### src/design/pbl_pkg.sv
// Shared types and constants for the pivot basis label map.
// Used by the channel interfaces and by every module of the block but pbl_ram.
package pbl_pkg;

    localparam int OP_W    = 3;
    localparam int LABEL_W = 6;
    localparam int ROW_W   = 5;

    localparam logic [OP_W-1:0] OP_PIVOT  = 3'd0;
    localparam logic [OP_W-1:0] OP_FIND   = 3'd1;
    localparam logic [OP_W-1:0] OP_READ   = 3'd2;
    localparam logic [OP_W-1:0] OP_MARK   = 3'd3;
    localparam logic [OP_W-1:0] OP_UNMARK = 3'd4;
    localparam logic [OP_W-1:0] OP_QUERY  = 3'd5;

    // Work the back end has to do for one beat.
    typedef enum logic [2:0] {
        K_PIVOT,
        K_LOOKUP,
        K_READ,
        K_MARK,
        K_UNMARK,
        K_ERROR,
        K_EMPTY
    } t_kind;

    typedef struct packed {
        t_kind                      kind;
        logic signed [LABEL_W-1:0]  label;
        logic [ROW_W-1:0]           row;
    } t_cmd;

    // One entry of the label map: blocked mark and the row holding the label.
    typedef struct packed {
        logic               blk;
        logic [ROW_W-1:0]   row;
    } t_lm;

    typedef struct packed {
        logic signed [LABEL_W-1:0]  out_label;
        logic [ROW_W-1:0]           row_index;
        logic                       is_member;
        logic                       is_blocked;
        logic                       is_identity;
        logic                       error;
    } t_res;

    // Status of the command queue as seen by the front and back ends.
    typedef struct packed {
        logic full;
        logic empty;
    } t_q_stat;

endpackage

### src/design/pbl_if.sv
// Valid/ready channel interfaces for operation beats and result beats.
// Depends on pbl_pkg for the field widths.
interface pbl_item_if;
    import pbl_pkg::*;
    logic                       valid;
    logic                       ready;
    logic [OP_W-1:0]            op;
    logic signed [LABEL_W-1:0]  label;
    logic [ROW_W-1:0]           row;
    modport source (output valid, op, label, row, input ready);
    modport sink (input valid, op, label, row, output ready);
endinterface

interface pbl_result_if;
    import pbl_pkg::*;
    logic                       valid;
    logic                       ready;
    logic signed [LABEL_W-1:0]  out_label;
    logic [ROW_W-1:0]           row_index;
    logic                       is_member;
    logic                       is_blocked;
    logic                       is_identity;
    logic                       error;
    modport source (output valid, out_label, row_index, is_member, is_blocked,
                    is_identity, error, input ready);
    modport sink (input valid, out_label, row_index, is_member, is_blocked,
                  is_identity, error, output ready);
endinterface

### src/design/pbl_ram.sv
// Generic single-write, single-read RAM with registered read data.
// No dependencies.
module pbl_ram #(
    parameter int WIDTH = 8,
    parameter int DEPTH = 16,
    localparam int AW = (DEPTH > 1) ? $clog2(DEPTH) : 1
) (
    input  logic             i_clk,
    input  logic             i_we,
    input  logic [AW-1:0]    i_waddr,
    input  logic [WIDTH-1:0] i_wdata,
    input  logic [AW-1:0]    i_raddr,
    output logic [WIDTH-1:0] o_rdata
);
    logic [WIDTH-1:0] r_mem [DEPTH];
    logic [WIDTH-1:0] r_rdata;

    always_ff @(posedge i_clk) begin
        if (i_we) begin
            r_mem[i_waddr] <= i_wdata;
        end
        r_rdata <= r_mem[i_raddr];
    end

    assign o_rdata = r_rdata;
endmodule

### src/design/pbl_cmd_q.sv
// Two-entry command queue between the front and back ends.
// Depends on pbl_pkg for t_cmd and t_q_stat.
module pbl_cmd_q (
    input  logic          i_clk,
    input  logic          i_rst_n,
    input  logic          i_push,
    input  pbl_pkg::t_cmd i_cmd,
    input  logic          i_pop,
    output pbl_pkg::t_cmd o_cmd,
    output pbl_pkg::t_q_stat o_stat
);
    import pbl_pkg::*;

    t_cmd       r_slot [2];
    logic       r_wp;
    logic       r_rp;
    logic [1:0] r_cnt;

    always_ff @(posedge i_clk) begin
        if (!i_rst_n) begin
            r_wp  <= 1'b0;
            r_rp  <= 1'b0;
            r_cnt <= 2'd0;
        end else begin
            if (i_push) begin
                r_wp <= ~r_wp;
            end
            if (i_pop) begin
                r_rp <= ~r_rp;
            end
            r_cnt <= r_cnt + 2'(i_push) - 2'(i_pop);
        end
    end

    always_ff @(posedge i_clk) begin
        if (i_push) begin
            r_slot[r_wp] <= i_cmd;
        end
    end

    assign o_cmd        = r_slot[r_rp];
    assign o_stat.full  = (r_cnt == 2'd2);
    assign o_stat.empty = (r_cnt == 2'd0);
endmodule

### src/design/pbl_front.sv
// Front end: takes operation beats and classifies them into back-end commands.
// Depends on pbl_pkg and pbl_item_if.
module pbl_front #(
    parameter int ROWS    = 16,
    parameter int COLUMNS = 16
) (
    pbl_item_if.sink          i_item,
    input  pbl_pkg::t_q_stat  i_stat,
    output logic              o_push,
    output pbl_pkg::t_cmd     o_cmd
);
    import pbl_pkg::*;

    logic signed [LABEL_W:0] lab_x;
    logic                    lab_ok;
    logic                    row_ok;

    assign lab_x  = {i_item.label[LABEL_W-1], i_item.label};
    assign lab_ok = ((lab_x < 0) && (int'(lab_x) >= -ROWS))
                 || ((lab_x > 0) && (int'(lab_x) <= COLUMNS));
    assign row_ok = (i_item.row != '0) && (int'(i_item.row) <= ROWS);

    assign i_item.ready = !i_stat.full;
    assign o_push       = i_item.valid && !i_stat.full;

    always_comb begin
        o_cmd.label = i_item.label;
        o_cmd.row   = i_item.row;
        case (i_item.op)
            OP_PIVOT:  o_cmd.kind = (lab_ok && row_ok) ? K_PIVOT : K_ERROR;
            OP_FIND:   o_cmd.kind = lab_ok ? K_LOOKUP : K_ERROR;
            OP_READ:   o_cmd.kind = row_ok ? K_READ : K_EMPTY;
            OP_MARK:   o_cmd.kind = lab_ok ? K_MARK : K_EMPTY;
            OP_UNMARK: o_cmd.kind = lab_ok ? K_UNMARK : K_EMPTY;
            OP_QUERY:  o_cmd.kind = lab_ok ? K_LOOKUP : K_EMPTY;
            // unused codes behave as query
            default:   o_cmd.kind = lab_ok ? K_LOOKUP : K_EMPTY;
        endcase
    end
endmodule

### src/design/pbl_back.sv
// Back end: runs commands against the row-label and label-map RAMs and
// holds the result register. Depends on pbl_pkg, pbl_ram, pbl_result_if.
module pbl_back #(
    parameter int ROWS    = 16,
    parameter int COLUMNS = 16
) (
    input  logic              i_clk,
    input  logic              i_rst_n,
    input  pbl_pkg::t_cmd     i_cmd,
    input  pbl_pkg::t_q_stat  i_stat,
    output logic              o_pop,
    pbl_result_if.source      o_result
);
    import pbl_pkg::*;

    localparam int LM_DEPTH = ROWS + COLUMNS;
    localparam int LM_AW    = (LM_DEPTH > 1) ? $clog2(LM_DEPTH) : 1;
    localparam int RL_AW    = (ROWS > 1) ? $clog2(ROWS) : 1;
    localparam int LM_W     = $bits(t_lm);
    localparam int CW       = $clog2(ROWS + 1);

    typedef enum logic [2:0] {
        S_IDLE,
        S_LOOK,
        S_RD1,
        S_RD2,
        S_PV1,
        S_PV2
    } t_state;

    // Slack -k lives at k-1, regular column c at ROWS+c-1.
    function automatic logic [LM_AW-1:0] lm_addr(input logic signed [LABEL_W-1:0] lab);
        logic signed [LABEL_W:0] x;
        x = {lab[LABEL_W-1], lab};
        if (x < 0) begin
            return LM_AW'(-int'(x) - 1);
        end
        return LM_AW'(ROWS + int'(x) - 1);
    endfunction

    function automatic t_lm lm_rst(input logic [LM_AW-1:0] a);
        t_lm v;
        v = '0;
        if (int'(a) < ROWS) begin
            v.row = ROW_W'(int'(a) + 1);
        end
        return v;
    endfunction

    function automatic logic [LABEL_W-1:0] rl_rst(input logic [RL_AW-1:0] a);
        return LABEL_W'(-(int'(a) + 1));
    endfunction

    t_state                     r_state, n_state;
    t_cmd                       r_cmd, n_cmd;
    logic signed [LABEL_W-1:0]  r_leave, n_leave;
    logic                       r_blk, n_blk;
    logic [CW-1:0]              r_cnt, n_cnt;
    t_res                       r_res, n_res;
    logic                       r_res_vld, n_res_vld;

    logic                r_lm_vld [LM_DEPTH];
    logic                r_rl_vld [ROWS];
    logic                r_lm_rv, r_rl_rv;
    logic [LM_AW-1:0]    r_lm_ra;
    logic [RL_AW-1:0]    r_rl_ra;

    logic                lm_we, rl_we;
    logic [LM_AW-1:0]    lm_waddr, lm_raddr;
    logic [RL_AW-1:0]    rl_waddr, rl_raddr;
    t_lm                 lm_wdata, lm_q;
    logic [LM_W-1:0]     lm_raw;
    logic [LABEL_W-1:0]  rl_wdata, rl_raw;
    logic signed [LABEL_W-1:0] rl_q;
    logic                take;
    logic signed [LABEL_W:0] neg_row, lv_x, lb_x;
    logic                was_mis, now_mis;

    pbl_ram #(.WIDTH(LM_W), .DEPTH(LM_DEPTH)) u_lm_ram (
        .i_clk   (i_clk),
        .i_we    (lm_we),
        .i_waddr (lm_waddr),
        .i_wdata (lm_wdata),
        .i_raddr (lm_raddr),
        .o_rdata (lm_raw)
    );

    pbl_ram #(.WIDTH(LABEL_W), .DEPTH(ROWS)) u_rl_ram (
        .i_clk   (i_clk),
        .i_we    (rl_we),
        .i_waddr (rl_waddr),
        .i_wdata (rl_wdata),
        .i_raddr (rl_raddr),
        .o_rdata (rl_raw)
    );

    // Entries never written read as their reset value.
    assign lm_q = r_lm_rv ? t_lm'(lm_raw) : lm_rst(r_lm_ra);
    assign rl_q = r_rl_rv ? rl_raw : rl_rst(r_rl_ra);

    assign take  = r_res_vld && o_result.ready;
    assign o_pop = (r_state == S_IDLE) && !i_stat.empty && (!r_res_vld || take);

    assign neg_row = -$signed({2'b00, r_cmd.row});
    assign lv_x    = {rl_q[LABEL_W-1], rl_q};
    assign lb_x    = {r_cmd.label[LABEL_W-1], r_cmd.label};
    assign was_mis = (lv_x != neg_row);
    assign now_mis = (lb_x != neg_row);

    always_comb begin
        n_state   = r_state;
        n_cmd     = r_cmd;
        n_leave   = r_leave;
        n_blk     = r_blk;
        n_cnt     = r_cnt;
        n_res     = r_res;
        n_res_vld = r_res_vld && !take;
        lm_we     = 1'b0;
        lm_waddr  = lm_addr(r_cmd.label);
        lm_wdata  = lm_q;
        lm_raddr  = lm_addr(r_cmd.label);
        rl_we     = 1'b0;
        rl_waddr  = RL_AW'(int'(r_cmd.row) - 1);
        rl_wdata  = r_cmd.label;
        rl_raddr  = RL_AW'(int'(i_cmd.row) - 1);

        case (r_state)
            S_IDLE: begin
                lm_raddr = lm_addr(i_cmd.label);
                if (o_pop) begin
                    n_cmd = i_cmd;
                    case (i_cmd.kind)
                        K_PIVOT:  n_state = S_PV1;
                        K_READ:   n_state = S_RD1;
                        K_LOOKUP, K_MARK, K_UNMARK: n_state = S_LOOK;
                        default: begin
                            // error or empty: report at once
                            n_res             = '0;
                            n_res.is_identity = (r_cnt == '0);
                            n_res.error       = (i_cmd.kind == K_ERROR);
                            n_res_vld         = 1'b1;
                        end
                    endcase
                end
            end
            S_LOOK: begin
                n_res             = '0;
                n_res.row_index   = lm_q.row;
                n_res.is_member   = (lm_q.row != '0);
                n_res.is_blocked  = lm_q.blk;
                n_res.is_identity = (r_cnt == '0);
                if (r_cmd.kind == K_MARK || r_cmd.kind == K_UNMARK) begin
                    lm_we            = 1'b1;
                    lm_wdata.blk     = (r_cmd.kind == K_MARK);
                    n_res.is_blocked = (r_cmd.kind == K_MARK);
                end
                n_res_vld = 1'b1;
                n_state   = S_IDLE;
            end
            S_RD1: begin
                // look up the map entry of the label held in the row
                lm_raddr = lm_addr(rl_q);
                n_leave  = rl_q;
                n_state  = S_RD2;
            end
            S_RD2: begin
                n_res             = '0;
                n_res.out_label   = r_leave;
                n_res.row_index   = lm_q.row;
                n_res.is_member   = (lm_q.row != '0);
                n_res.is_blocked  = lm_q.blk;
                n_res.is_identity = (r_cnt == '0);
                n_res_vld         = 1'b1;
                n_state           = S_IDLE;
            end
            S_PV1: begin
                // enter the label into the row, fetch the leaving entry
                lm_we        = 1'b1;
                lm_wdata.row = r_cmd.row;
                rl_we        = 1'b1;
                lm_raddr     = lm_addr(rl_q);
                n_leave      = rl_q;
                n_blk        = lm_q.blk;
                if (was_mis && !now_mis && r_cnt != '0) begin
                    n_cnt = r_cnt - CW'(1);
                end else if (!was_mis && now_mis) begin
                    n_cnt = r_cnt + CW'(1);
                end
                n_state = S_PV2;
            end
            S_PV2: begin
                // clear the leaving label's row, keep its mark
                lm_we        = 1'b1;
                lm_waddr     = lm_addr(r_leave);
                lm_wdata.row = '0;
                n_res             = '0;
                n_res.out_label   = r_leave;
                n_res.row_index   = (r_leave == r_cmd.label) ? '0 : r_cmd.row;
                n_res.is_member   = (r_leave != r_cmd.label);
                n_res.is_blocked  = r_blk;
                n_res.is_identity = (r_cnt == '0);
                n_res_vld         = 1'b1;
                n_state           = S_IDLE;
            end
            default: n_state = S_IDLE;
        endcase
    end

    always_ff @(posedge i_clk) begin
        if (!i_rst_n) begin
            r_state   <= S_IDLE;
            r_cnt     <= '0;
            r_res_vld <= 1'b0;
        end else begin
            r_state   <= n_state;
            r_cnt     <= n_cnt;
            r_res_vld <= n_res_vld;
        end
        r_cmd   <= n_cmd;
        r_leave <= n_leave;
        r_blk   <= n_blk;
        r_res   <= n_res;
    end

    // Written marks; sample them alongside each RAM read.
    always_ff @(posedge i_clk) begin
        if (!i_rst_n) begin
            for (int i = 0; i < LM_DEPTH; i++) begin
                r_lm_vld[i] <= 1'b0;
            end
            for (int i = 0; i < ROWS; i++) begin
                r_rl_vld[i] <= 1'b0;
            end
        end else begin
            if (lm_we) begin
                r_lm_vld[lm_waddr] <= 1'b1;
            end
            if (rl_we) begin
                r_rl_vld[rl_waddr] <= 1'b1;
            end
        end
        r_lm_rv <= r_lm_vld[lm_raddr];
        r_lm_ra <= lm_raddr;
        r_rl_rv <= r_rl_vld[rl_raddr];
        r_rl_ra <= rl_raddr;
    end

    assign o_result.valid       = r_res_vld;
    assign o_result.out_label   = r_res.out_label;
    assign o_result.row_index   = r_res.row_index;
    assign o_result.is_member   = r_res.is_member;
    assign o_result.is_blocked  = r_res.is_blocked;
    assign o_result.is_identity = r_res.is_identity;
    assign o_result.error       = r_res.error;
endmodule

### src/design/pivot_basis_label_map_core.sv
// Top level of the pivot basis label map: front end, command queue, back end.
// Depends on pbl_pkg, pbl_if, pbl_front, pbl_cmd_q, pbl_back.
//
//   port       dir  beat contents
//   i_item     in   op, label, row
//   o_result   out  out_label, row_index, is_member, is_blocked, is_identity, error
//
// In the back end an invalid pivot/find or a no-op is answered straight from idle;
// find, query, mark and unmark pass through S_LOOK, row read through S_RD1 and
// S_RD2, and pivot through S_PV1 and S_PV2. Pivot and row read need a second
// label-map read whose address comes out of the registered row-label RAM read.
// Reset is synchronous, active low; it clears control state and written marks,
// so no clearing pass is needed. While a result waits on o_result the two-entry
// queue still takes up to two beats on i_item; after that i_item.ready drops.
module pivot_basis_label_map_core #(
    parameter int ROWS    = 16,
    parameter int COLUMNS = 16
) (
    input  logic          i_clk,
    input  logic          i_rst_n,
    pbl_item_if.sink      i_item,
    pbl_result_if.source  o_result
);
    import pbl_pkg::*;

    logic    push;
    logic    pop;
    t_cmd    cmd_in;
    t_cmd    cmd_out;
    t_q_stat q_stat;

    pbl_front #(.ROWS(ROWS), .COLUMNS(COLUMNS)) u_front (
        .i_item (i_item),
        .i_stat (q_stat),
        .o_push (push),
        .o_cmd  (cmd_in)
    );

    pbl_cmd_q u_cmd_q (
        .i_clk   (i_clk),
        .i_rst_n (i_rst_n),
        .i_push  (push),
        .i_cmd   (cmd_in),
        .i_pop   (pop),
        .o_cmd   (cmd_out),
        .o_stat  (q_stat)
    );

    pbl_back #(.ROWS(ROWS), .COLUMNS(COLUMNS)) u_back (
        .i_clk    (i_clk),
        .i_rst_n  (i_rst_n),
        .i_cmd    (cmd_out),
        .i_stat   (q_stat),
        .o_pop    (pop),
        .o_result (o_result)
    );
endmodule
### src/flat_wrapper.sv
// flat-port wrapper written by rule: the top's interface ports become plain ports
module pivot_basis_label_map_core_flat import pbl_pkg::*;
#(
    parameter int ROWS    = 16,
    parameter int COLUMNS = 16
)
  (i_clk, i_rst_n, i_item_valid, i_item_op, i_item_label, i_item_row, i_item_ready, o_result_valid, o_result_out_label, o_result_row_index, o_result_is_member, o_result_is_blocked, o_result_is_identity, o_result_error, o_result_ready);
  pbl_item_if i_item_i ();
  pbl_result_if o_result_i ();
  input  logic i_clk;
  input  logic i_rst_n;
  input wire logic [$bits(i_item_i.valid)-1:0] i_item_valid;
  input wire logic [$bits(i_item_i.op)-1:0] i_item_op;
  input wire logic [$bits(i_item_i.label)-1:0] i_item_label;
  input wire logic [$bits(i_item_i.row)-1:0] i_item_row;
  output wire logic [$bits(i_item_i.ready)-1:0] i_item_ready;
  output wire logic [$bits(o_result_i.valid)-1:0] o_result_valid;
  output wire logic [$bits(o_result_i.out_label)-1:0] o_result_out_label;
  output wire logic [$bits(o_result_i.row_index)-1:0] o_result_row_index;
  output wire logic [$bits(o_result_i.is_member)-1:0] o_result_is_member;
  output wire logic [$bits(o_result_i.is_blocked)-1:0] o_result_is_blocked;
  output wire logic [$bits(o_result_i.is_identity)-1:0] o_result_is_identity;
  output wire logic [$bits(o_result_i.error)-1:0] o_result_error;
  input wire logic [$bits(o_result_i.ready)-1:0] o_result_ready;
  assign i_item_i.valid = i_item_valid;
  assign i_item_i.op = i_item_op;
  assign i_item_i.label = i_item_label;
  assign i_item_i.row = i_item_row;
  assign i_item_ready = i_item_i.ready;
  assign o_result_valid = o_result_i.valid;
  assign o_result_out_label = o_result_i.out_label;
  assign o_result_row_index = o_result_i.row_index;
  assign o_result_is_member = o_result_i.is_member;
  assign o_result_is_blocked = o_result_i.is_blocked;
  assign o_result_is_identity = o_result_i.is_identity;
  assign o_result_error = o_result_i.error;
  assign o_result_i.ready = o_result_ready;
  pivot_basis_label_map_core #(.ROWS(ROWS), .COLUMNS(COLUMNS)) u_core (.i_clk(i_clk), .i_rst_n(i_rst_n), .i_item(i_item_i), .o_result(o_result_i));
endmodule
### config.mk
export PLATFORM = sky130hd
export DESIGN_NAME = pivot_basis_label_map_core_flat
export DESIGN_NICKNAME = d
export VERILOG_FILES = /design/src/design/pbl_pkg.sv /design/src/design/pbl_if.sv /design/src/design/pbl_ram.sv /design/src/design/pbl_cmd_q.sv /design/src/design/pbl_front.sv /design/src/design/pbl_back.sv /design/src/design/pivot_basis_label_map_core.sv /design/src/flat_wrapper.sv
export SDC_FILE = /design/constraint.sdc
export NUM_CORES = 1
export LEC_CHECK = 0
export BUFFER_PORTS_ARGS = -buffer_cell sky130_fd_sc_hd__buf_4
export CAP_MARGIN = 20
export CORE_MARGIN = 5
export CORE_UTILIZATION = 63
export DETAILED_ROUTE_END_ITERATION = 8
export MAX_ROUTING_LAYER = met4
export PLACE_DENSITY_LB_ADDON = 0.15
export SYNTH_ARGS = -nofsm -noshare
export SYNTH_HDL_FRONTEND = slang
export SYNTH_HIERARCHICAL = 1
export SYNTH_SLANG_ARGS = --single-unit
### constraint.sdc
create_clock -name i_clk -period 5.75 [get_ports i_clk]
set_clock_uncertainty 0.2 [all_clocks]
set_input_delay 0.575 -clock i_clk [delete_from_list [all_inputs] [get_ports i_clk]]
set_output_delay 0.575 -clock i_clk [all_outputs]
set_load 0.1 [all_outputs]
==> run_summary.xml, run 1 <==
<?xml version="1.0" encoding="UTF-8"?>
<metrics>
  <group name="logic_synthesis">
    <metric name="largest_family_of_logic_cells_by_synthesized_area" unit="">multiplexers</metric>
    <metric name="number_of_unique_standard_cell_types_used_by_synthesis" unit="">83</metric>
    <metric name="yosys.area_share.simple" unit="%">7.28</metric>
    <metric name="synthesis.area" unit="um2">18600</metric>
    <metric name="synth.ff_latch_count" unit="">437</metric>
    <metric name="synth_compound_gate_area_share" unit="%">6.03</metric>
    <metric name="fraction_of_synthesized_area_in_multiplexers" unit="%">14.7</metric>
    <metric name="post_synth_fa_ha_maj_area_fraction" unit="%">1.18</metric>
    <metric name="syn_nets" unit="">1188</metric>
    <metric name="asyncSetResetFlopFracSynth" unit="%">0</metric>
    <metric name="ys_dominant_reg_cell" unit="">sky130_fd_sc_hd__edfxtp_1</metric>
    <metric name="ys_warn_count" unit="">6</metric>
    <metric name="synth_enable_flop_cells" unit="">352</metric>
    <metric name="synth.yosys.seq_area_share" unit="%">66.0</metric>
    <metric name="syn-mean-instance-area" unit="um2">16.1</metric>
    <metric name="netlist_instances" unit="">1153</metric>
    <metric name="xor_xnor_share_of_the_synthesized_area" unit="%">2.00</metric>
  </group>
  <group name="sta">
    <metric name="fmaxAchievable" unit="MHz">216</metric>
    <metric name="tightest_slew" unit="ps">1030</metric>
    <metric name="maxSlewHeadroom" unit="%">30.7</metric>
    <metric name="share_of_the_clock_period_used_by_the_worst_path_after_layout" unit="%">80.4</metric>
    <metric name="endpoints_failing_setup" unit="">0</metric>
    <metric name="final.setup.tns" unit="ps">0</metric>
    <metric name="rsz_0062_raised_after_global_routing" unit="">no</metric>
    <metric name="timing.final.hold_violations" unit="">0</metric>
    <metric name="final.setup.worst_slack" unit="ps">1130</metric>
    <metric name="finalCriticalPeriod" unit="ps">4620</metric>
    <metric name="drv_slew" unit="">0</metric>
  </group>
  <group name="clock_network">
    <metric name="postCtsSetupRepairBufs" unit="">0</metric>
    <metric name="htree_levels" unit="">2</metric>
    <metric name="tritoncts.num_buffers" unit="">44</metric>
    <metric name="clk_pin_slew_worst_setup_hold_paths" unit="ps">60</metric>
    <metric name="tritoncts" unit="">done</metric>
    <metric name="cts_num_sinks" unit="">437</metric>
    <metric name="cts_resized" unit="">0</metric>
    <metric name="clock-root-buffer" unit="">sky130_fd_sc_hd__clkbuf_16</metric>
    <metric name="worst_skew_pair_later_pin_latency" unit="ps">540</metric>
    <metric name="number_of_buffers_between_clock_root_and_the_deepest_sink" unit="">3</metric>
    <metric name="holdBufCountCts" unit="">0</metric>
  </group>
  <group name="power_and_ir_drop">
    <metric name="comb_power_share" unit="%">39.9</metric>
    <metric name="power_switching_share" unit="%">36.9</metric>
    <metric name="seq_power_share" unit="%">38.1</metric>
    <metric name="switching_power" unit="W">0.00438</metric>
    <metric name="p_clk_share" unit="%">22.0</metric>
    <metric name="fin_total_pwr" unit="W">0.0119</metric>
    <metric name="power.density" unit="nW/um2">578</metric>
    <metric name="power.internal" unit="W">0.00748</metric>
    <metric name="peakVddDrop" unit="mV">0.333</metric>
    <metric name="total_leakage_power" unit="nW">7.17</metric>
  </group>
  <group name="placement">
    <metric name="postPlaceCellArea" unit="um2">19100</metric>
    <metric name="pre_cts_slack" unit="ps">1140</metric>
    <metric name="place.gp.congestion" unit="">0.900</metric>
    <metric name="numPortBuffers" unit="">34</metric>
    <metric name="dp.final_hpwl" unit="um">26000</metric>
  </group>
  <group name="die">
    <metric name="dieArea" unit="um2">33100</metric>
    <metric name="rows" unit="">63</metric>
    <metric name="die_height" unit="um">182</metric>
    <metric name="die_width" unit="um">182</metric>
    <metric name="core_box_area" unit="um2">29400</metric>
    <metric name="start_util" unit="%">63.3</metric>
    <metric name="number_of_ports_placed_on_the_die_boundary" unit="">35</metric>
  </group>
  <group name="global_routing">
    <metric name="grt_antenna_before_repair" unit="">0</metric>
    <metric name="number_of_global_route_vias_before_repair" unit="">10400</metric>
    <metric name="globalRoute.totalOverflow" unit="">0</metric>
    <metric name="groute.layer.met2.usage" unit="%">39.3</metric>
    <metric name="grt_usage" unit="%">24.8</metric>
    <metric name="grt_first_pass_wirelength" unit="um">61300</metric>
    <metric name="grtUsageMet1" unit="%">34.1</metric>
    <metric name="global_route.peak_usage_layer" unit="">met2</metric>
    <metric name="global_route.usage.met3" unit="%">3.67</metric>
    <metric name="grt_start_max_net_pins" unit="">65</metric>
  </group>
  <group name="critical_path">
    <metric name="worstSetupPathType" unit="">flip-flop to flip-flop</metric>
    <metric name="critical_path_required" unit="ps">5980</metric>
    <metric name="crit_fanout" unit="">42</metric>
    <metric name="worst_ep_arrival" unit="ps">4860</metric>
    <metric name="nature_of_the_critical_path_startpoint" unit="">flip-flop</metric>
    <metric name="worstSetupEndpointType" unit="">flip-flop</metric>
  </group>
  <group name="finish">
    <metric name="design.final.nets" unit="">1228</metric>
    <metric name="insertedDiodeCount" unit="">0</metric>
    <metric name="post_route_cells_drive_above_1_share" unit="%">21.1</metric>
    <metric name="syn_to_final_growth" unit="%">10.2</metric>
    <metric name="stdcell_area" unit="um2">20500</metric>
    <metric name="postLayoutCoreUtil" unit="%">69.7</metric>
    <metric name="regArea" unit="um2">12300</metric>
    <metric name="n_fill_cell" unit="">1912</metric>
    <metric name="combined_area_of_the_multi_input_logic_cells" unit="um2">5850</metric>
  </group>
  <group name="detailed_routing">
    <metric name="route.final.wire_length" unit="um">39200</metric>
    <metric name="routed-via-count" unit="">10200</metric>
    <metric name="ant_nets" unit="">0</metric>
    <metric name="post-route-drc-count" unit="">0</metric>
    <metric name="drt_pass1_iterations" unit="">5</metric>
    <metric name="drt_first_iter_violations" unit="">1066</metric>
    <metric name="detail_route.vias_per_cell" unit="">6.28</metric>
    <metric name="wl_per_cell" unit="um">24.3</metric>
  </group>
  <group name="hold_path">
    <metric name="classification_of_the_worst_slack_hold_path" unit="">primary input to flip-flop</metric>
  </group>
  <group name="run_status">
    <metric name="outcome" unit="">finished, final reports clean</metric>
  </group>
  <group name="job">
    <metric name="max_cap_viol_count" unit="">0</metric>
  </group>
</metrics>
==> cell usage in the layout, fill, tap and decap left out, drive strengths merged, types with 12 or more instances in the layout <==
cell type and count:
a21oi 26, xor2 19, mux2 23, nand2 43
nor2b 14, nor2 97, nor3 21, o21a 20
clkbuf 62, dfxtp 85, a22oi 12, edfxtp 352
mux4 89, mux2i 41, and2 13, o21ai 16
ha 16, clkinv 19, buf 52, a22o 37
xnor2 17, inv 41
==> final cells by class <==
type	count	area share, %
clock buffers	60	5.86
clock inverters	21	0.604
inverters	41	0.751
multi-input cells	615	28.5
flip-flops and latches	437	59.8
well taps	390	2.38
repair buffers	54	2.05
==> through the flow <==
| step | cells | hold WS [ps] |
|---|---|---|
| final | 1618 | 42.9 |
| after global routing | 1618 | 31.3 |
| after CTS | 1614 | 28.1 |
| after detailed placement | 1533 | 255 |
| after global placement | 1533 | 242 |
| after floorplan | 1153 | 235 |
==> power groups by stage <==
stage	registers (W)	logic [W]	clock network (W)
detailed placement	0.00458	0.00469	0
floorplan	0.00481	0.00322	0
global placement	0.00457	0.00460	0
global route	0.00456	0.00505	0.00280
finish	0.00452	0.00473	0.00261
CTS	0.00452	0.00472	0.00265
==> state kept, by name, summed over array words and instances (netlist names), 2 cells and up, named ones only <==
register and flops:
u_core/u_back/r_cnt 5, u_core/u_back/u_lm_ram/o_rdata 6, u_core/u_back/r_cmd 8, u_core/u_back/r_lm_ra 5
u_core/u_back/r_rl_ra 4, u_core/u_back/r_leave 6, u_core/u_back/u_rl_ram/o_rdata 6, u_core/u_back/u_rl_ram/r_mem 96
u_core/u_cmd_q/r_slot 28, u_core/u_back/r_rl_vld 16, u_core/u_cmd_q/r_cnt 2, u_core/u_back/r_state 3
u_core/u_back/r_lm_vld 32, u_core/u_back/o_result.row_index 5, u_core/u_back/rl_wdata 6, u_core/u_back/o_result.out_label 6
u_core/u_back/u_lm_ram/r_mem 192
==> final timing paths <==
| check | cells after the start | slack [ps] | endpoint | startpoint |
|---|---|---|---|---|
| min | 1 | 40 | u_core/u_cmd_q/r_slot[1][0]$_DFFE_PP_ | i_item_row[0] |
| max | 13 | 1130 | u_core/u_back/u_lm_ram/o_rdata[1]$_DFF_P_ | u_core/u_back/r_rl_rv$_DFF_P_ |
| min reg2reg | 1 | 270 | u_core/u_back/r_rl_vld[10]$_DFF_P_ | u_core/u_back/r_rl_vld[10]$_DFF_P_ |
| max reg2reg | 13 | 1130 | u_core/u_back/u_lm_ram/o_rdata[1]$_DFF_P_ | u_core/u_back/r_rl_rv$_DFF_P_ |
==> cells in the mapped netlist, drive strengths merged, types with 3 or more instances <==
master | n | share of area (%)
a31oi | 3 | 0.13
buf | 38 | 1.5
nand3b | 8 | 0.32
a21o | 3 | 0.12
o21ai | 16 | 0.47
nor2b | 14 | 0.47
mux2i | 41 | 2.3
edfxtp | 352 | 57
a22o | 37 | 1.7
nor4 | 8 | 0.42
mux4 | 89 | 11
or2 | 3 | 0.10
o21a | 20 | 0.81
inv | 41 | 0.83
nor4b | 3 | 0.14
and2 | 13 | 0.45
ha | 16 | 1.1
xnor2 | 17 | 0.90
dfxtp | 85 | 9.1
nand2 | 43 | 0.87
o22ai | 7 | 0.24
a22oi | 12 | 0.48
nand3 | 11 | 0.30
mux2 | 23 | 1.4
or3 | 8 | 0.32
nor2 | 97 | 2.0
clkbuf | 22 | 0.45
and3 | 10 | 0.34
a21oi | 26 | 0.76
xor2 | 19 | 0.98
nand2b | 8 | 0.35
or3b | 4 | 0.19
nor3 | 21 | 0.65
nor3b | 4 | 0.16
==> routing by layer <==
| layer | routed length (um) | part of all wire, % |
|---|---|---|
| met1 | 16600 | 42 |
| met2 | 19100 | 49 |
| met3 | 2470 | 6.3 |
| met4 | 1060 | 2.7 |
| met5 | 0 | 0 |
==> worst max-delay path: stages (launching register included) <==
cell	delay (ps)
sky130_fd_sc_hd__dfxtp_1	600
sky130_fd_sc_hd__mux2i_4	410
sky130_fd_sc_hd__inv_1	80
sky130_fd_sc_hd__ha_1	220
sky130_fd_sc_hd__or3_1	380
sky130_fd_sc_hd__and3_1	200
sky130_fd_sc_hd__o311ai_1	220
sky130_fd_sc_hd__and4_1	230
sky130_fd_sc_hd__buf_4	220
sky130_fd_sc_hd__clkinv_1	320
sky130_fd_sc_hd__buf_12	310
sky130_fd_sc_hd__mux4_2	320
sky130_fd_sc_hd__mux4_2	510
sky130_fd_sc_hd__mux2_2	280
==> cells by family after synthesis <==
kind of cell,count (synthesis)
compound gates,147
xor+xnor,37
fa+ha+maj,17
buf+inv,101
flops,437
mux,153
simple gates,261
Note: power is estimated with default switching activity, not from simulation.
==> inputs of run 2 (changes only) <==
CORE_UTILIZATION = 56   (was 63)
clock period = 4 ns   (was 5.75 ns; I/O delays follow)
==> run_summary.xml, run 2 (synthesis results as in run 1) <==
<?xml version="1.0" encoding="UTF-8"?>
<metrics>
  <group name="critical_path">
    <metric name="worst_ep_arrival" unit="ps">4010</metric>
    <metric name="r2r-start" unit="">u_core/u_back/r_rl_rv$_DFF_P_</metric>
    <metric name="crit_path_cell_trace" unit="">buf_4 -&gt; a21oi_2 -&gt; inv_1 -&gt; ha_1 -&gt; or3_1 -&gt; and3_1 -&gt; o311ai_1 -&gt; and4_1 -&gt; inv_2 -&gt; buf_12 -&gt; mux4_2 -&gt; mux4_2 -&gt; mux2_2</metric>
    <metric name="worst_r2r_endpoint" unit="">u_core/u_back/u_lm_ram/o_rdata[0]$_DFF_P_</metric>
    <metric name="regToRegSetupSlack" unit="ps">220</metric>
    <metric name="top_cell_family_by_delay_on_the_critical_path" unit="">multiplexers</metric>
    <metric name="crit_path_largest_cell_delay" unit="ps">560</metric>
    <metric name="worstSetupPathType" unit="">flip-flop to flip-flop</metric>
    <metric name="critPathMostFrequentCell" unit="">sky130_fd_sc_hd__mux4_2</metric>
    <metric name="crit_buf_inv" unit="">4</metric>
    <metric name="crit_fanout" unit="">49</metric>
    <metric name="nature_of_the_critical_path_startpoint" unit="">flip-flop</metric>
    <metric name="critPathSlowestCell" unit="">sky130_fd_sc_hd__mux4_2</metric>
    <metric name="worst_r2r_path_depth" unit="">13</metric>
    <metric name="worstSetupEndpointType" unit="">flip-flop</metric>
    <metric name="critical_path_required" unit="ps">4230</metric>
  </group>
  <group name="finish">
    <metric name="registers.top_by_ff_count" unit="">u_core/u_back/u_lm_ram/r_mem</metric>
    <metric name="n_fill_cell" unit="">2395</metric>
    <metric name="layout_common_cells" unit="">352 x sky130_fd_sc_hd__edfxtp_1, 130 x sky130_fd_sc_hd__buf_4, 97 x sky130_fd_sc_hd__nor2_1</metric>
    <metric name="stdcell_area" unit="um2">21400</metric>
    <metric name="insertedDiodeCount" unit="">0</metric>
    <metric name="layout_commonest_cell" unit="">sky130_fd_sc_hd__edfxtp_1</metric>
    <metric name="syn_to_final_growth" unit="%">15.2</metric>
    <metric name="largest_register_ff_count" unit="">192</metric>
    <metric name="final_cell_count_no_fill" unit="">1764</metric>
    <metric name="post_route_cells_drive_above_1_share" unit="%">25.4</metric>
    <metric name="largestRegisters" unit="">u_core/u_back/u_lm_ram/r_mem (192), u_core/u_back/u_rl_ram/r_mem (96), u_core/u_back/r_lm_vld (32)</metric>
    <metric name="design.final.nets" unit="">1321</metric>
  </group>
  <group name="sta">
    <metric name="timing.final.hold_violations" unit="">0</metric>
    <metric name="share_of_the_clock_period_used_by_the_worst_path_after_layout" unit="%">94.5</metric>
    <metric name="rsz_0062_raised_after_global_routing" unit="">no</metric>
    <metric name="tightest_slew" unit="ps">1010</metric>
    <metric name="final.setup.tns" unit="ps">0</metric>
    <metric name="drv_slew" unit="">0</metric>
    <metric name="fmaxAchievable" unit="MHz">265</metric>
    <metric name="hold_slack_final" unit="ps">19.2</metric>
    <metric name="finalCriticalPeriod" unit="ps">3780</metric>
    <metric name="maxSlewHeadroom" unit="%">33.0</metric>
    <metric name="endpoints_failing_setup" unit="">0</metric>
  </group>
  <group name="detailed_routing">
    <metric name="routed-via-count" unit="">10600</metric>
    <metric name="route.final.wire_length" unit="um">41300</metric>
    <metric name="drt_pass1_iterations" unit="">5</metric>
    <metric name="post-route-drc-count" unit="">0</metric>
    <metric name="detail_route.vias_per_cell" unit="">5.98</metric>
    <metric name="ant_nets" unit="">0</metric>
    <metric name="wl_per_cell" unit="um">23.4</metric>
    <metric name="drt_first_iter_violations" unit="">982</metric>
  </group>
  <group name="die">
    <metric name="die_width" unit="um">192</metric>
    <metric name="core_box_area" unit="um2">32700</metric>
    <metric name="start_util" unit="%">56.9</metric>
    <metric name="rows" unit="">66</metric>
    <metric name="number_of_ports_placed_on_the_die_boundary" unit="">35</metric>
    <metric name="die_height" unit="um">192</metric>
    <metric name="dieArea" unit="um2">37000</metric>
  </group>
  <group name="power_and_ir_drop">
    <metric name="peakVddDrop" unit="mV">0.624</metric>
    <metric name="total_leakage_power" unit="nW">7.68</metric>
    <metric name="power.density" unit="nW/um2">828</metric>
  </group>
  <group name="placement">
    <metric name="post-place-cells" unit="">1669</metric>
    <metric name="postPlaceCellArea" unit="um2">19900</metric>
    <metric name="numPortBuffers" unit="">34</metric>
    <metric name="dp.final_hpwl" unit="um">27100</metric>
    <metric name="place.gp.congestion" unit="">0.815</metric>
  </group>
  <group name="job">
    <metric name="max_cap_viol_count" unit="">0</metric>
  </group>
  <group name="clock_network">
    <metric name="worst_skew_pair_later_pin_latency" unit="ps">540</metric>
    <metric name="tritoncts" unit="">done</metric>
    <metric name="cts_num_sinks" unit="">437</metric>
    <metric name="number_of_buffers_between_clock_root_and_the_deepest_sink" unit="">3</metric>
    <metric name="tritoncts.num_buffers" unit="">45</metric>
    <metric name="clock-root-buffer" unit="">sky130_fd_sc_hd__clkbuf_16</metric>
    <metric name="cts_resized" unit="">0</metric>
    <metric name="htree_levels" unit="">2</metric>
    <metric name="postCtsSetupRepairBufs" unit="">0</metric>
    <metric name="clk_pin_slew_worst_setup_hold_paths" unit="ps">60</metric>
  </group>
  <group name="hold_path">
    <metric name="timing.hold.worst_path_depth" unit="">2</metric>
    <metric name="holdCritStartpoint" unit="">i_item_op[1]</metric>
    <metric name="classification_of_the_worst_slack_hold_path" unit="">primary input to flip-flop</metric>
    <metric name="whs_endpoint" unit="">u_core/u_cmd_q/r_slot[1][12]$_DFFE_PP_</metric>
  </group>
  <group name="global_routing">
    <metric name="grt_start_max_net_pins" unit="">50</metric>
    <metric name="globalRoute.totalOverflow" unit="">0</metric>
    <metric name="grt_usage" unit="%">23.5</metric>
    <metric name="number_of_global_route_vias_before_repair" unit="">10500</metric>
    <metric name="grt_first_pass_wirelength" unit="um">63400</metric>
    <metric name="grt_antenna_before_repair" unit="">0</metric>
  </group>
  <group name="run_status">
    <metric name="outcome" unit="">finished, final reports clean</metric>
  </group>
</metrics>
[run 2: cell types whose count changed in the layout (fill, tap and decap cells not counted), sizes merged]
cell         delta
buf            +83
bufinv          +3
clkinv          -3
dlygate4sd3    +11
[run 2: power by group]
| part | total (W) | switching (W) | internal [W] |
|---|---|---|---|
| Sequential | 0.00630 | 0.000320 | 0.00598 |
| Clock | 0.00401 | 0.00166 | 0.00235 |
| Combinational | 0.00743 | 0.00444 | 0.00299 |
| Total | 0.0177 | 0.00642 | 0.0113 |
[run 2: worst max path at each step]
stage                                  startpoint                                        end  slack [ps]  depth (start not counted)
CTS                 u_core/u_back/r_rl_rv$_DFF_P_  u_core/u_back/u_lm_ram/o_rdata[0]$_DFF_P_         210                         13
floorplan           u_core/u_back/r_rl_rv$_DFF_P_  u_core/u_back/u_lm_ram/o_rdata[0]$_DFF_P_          40                         15
global placement    u_core/u_back/r_rl_rv$_DFF_P_  u_core/u_back/u_lm_ram/o_rdata[0]$_DFF_P_         280                         13
global route        u_core/u_back/r_rl_rv$_DFF_P_  u_core/u_back/u_lm_ram/o_rdata[0]$_DFF_P_          80                         13
detailed placement  u_core/u_back/r_rl_rv$_DFF_P_  u_core/u_back/u_lm_ram/o_rdata[0]$_DFF_P_         210                         13
finish              u_core/u_back/r_rl_rv$_DFF_P_  u_core/u_back/u_lm_ram/o_rdata[0]$_DFF_P_         220                         13
[run 2: metal layers]
layer | part of all wire [%] | GRT usage (%) | up-vias
met2 | 47 | 36.1 | 350
met5 | 0 | - | -
met3 | 6.6 | 4.02 | 51
li1 | - | - | 4742
met4 | 1.5 | 4.74 | 0
met1 | 45 | 33.9 | 5412
[run 2: what timing repair did]
item	in CTS	in global routing
hold buffers	11	0
endpoints found under the setup margin	0	0
hold endpoints to repair	22	0
[run 2: layout make-up]
cell class | count | area [um2] | share of cell area [%]
Clock buffer | 62 | 1230 | 5.75
Clock inverter | 21 | 186 | 0.870
Inverter | 41 | 154 | 0.718
Multi-Input combinational cell | 615 | 5850 | 27.3
Sequential cell | 437 | 12300 | 57.3
Tap cell | 442 | 553 | 2.58
Timing Repair Buffer | 146 | 1180 | 5.50
[run 2: through the flow]
| stage | power, W | worst slack [ps] | utilization [%] |
|---|---|---|---|
| after detailed placement | 0.0138 | 214 | 60.8 |
| after global routing | 0.0186 | 83.6 | 65.5 |
| after global placement | 0.0137 | 276 | 60.8 |
| after CTS | 0.0178 | 209 | 65.5 |
| after floorplan | 0.0115 | 36.0 | - |
| final | 0.0177 | 222 | 65.5 |
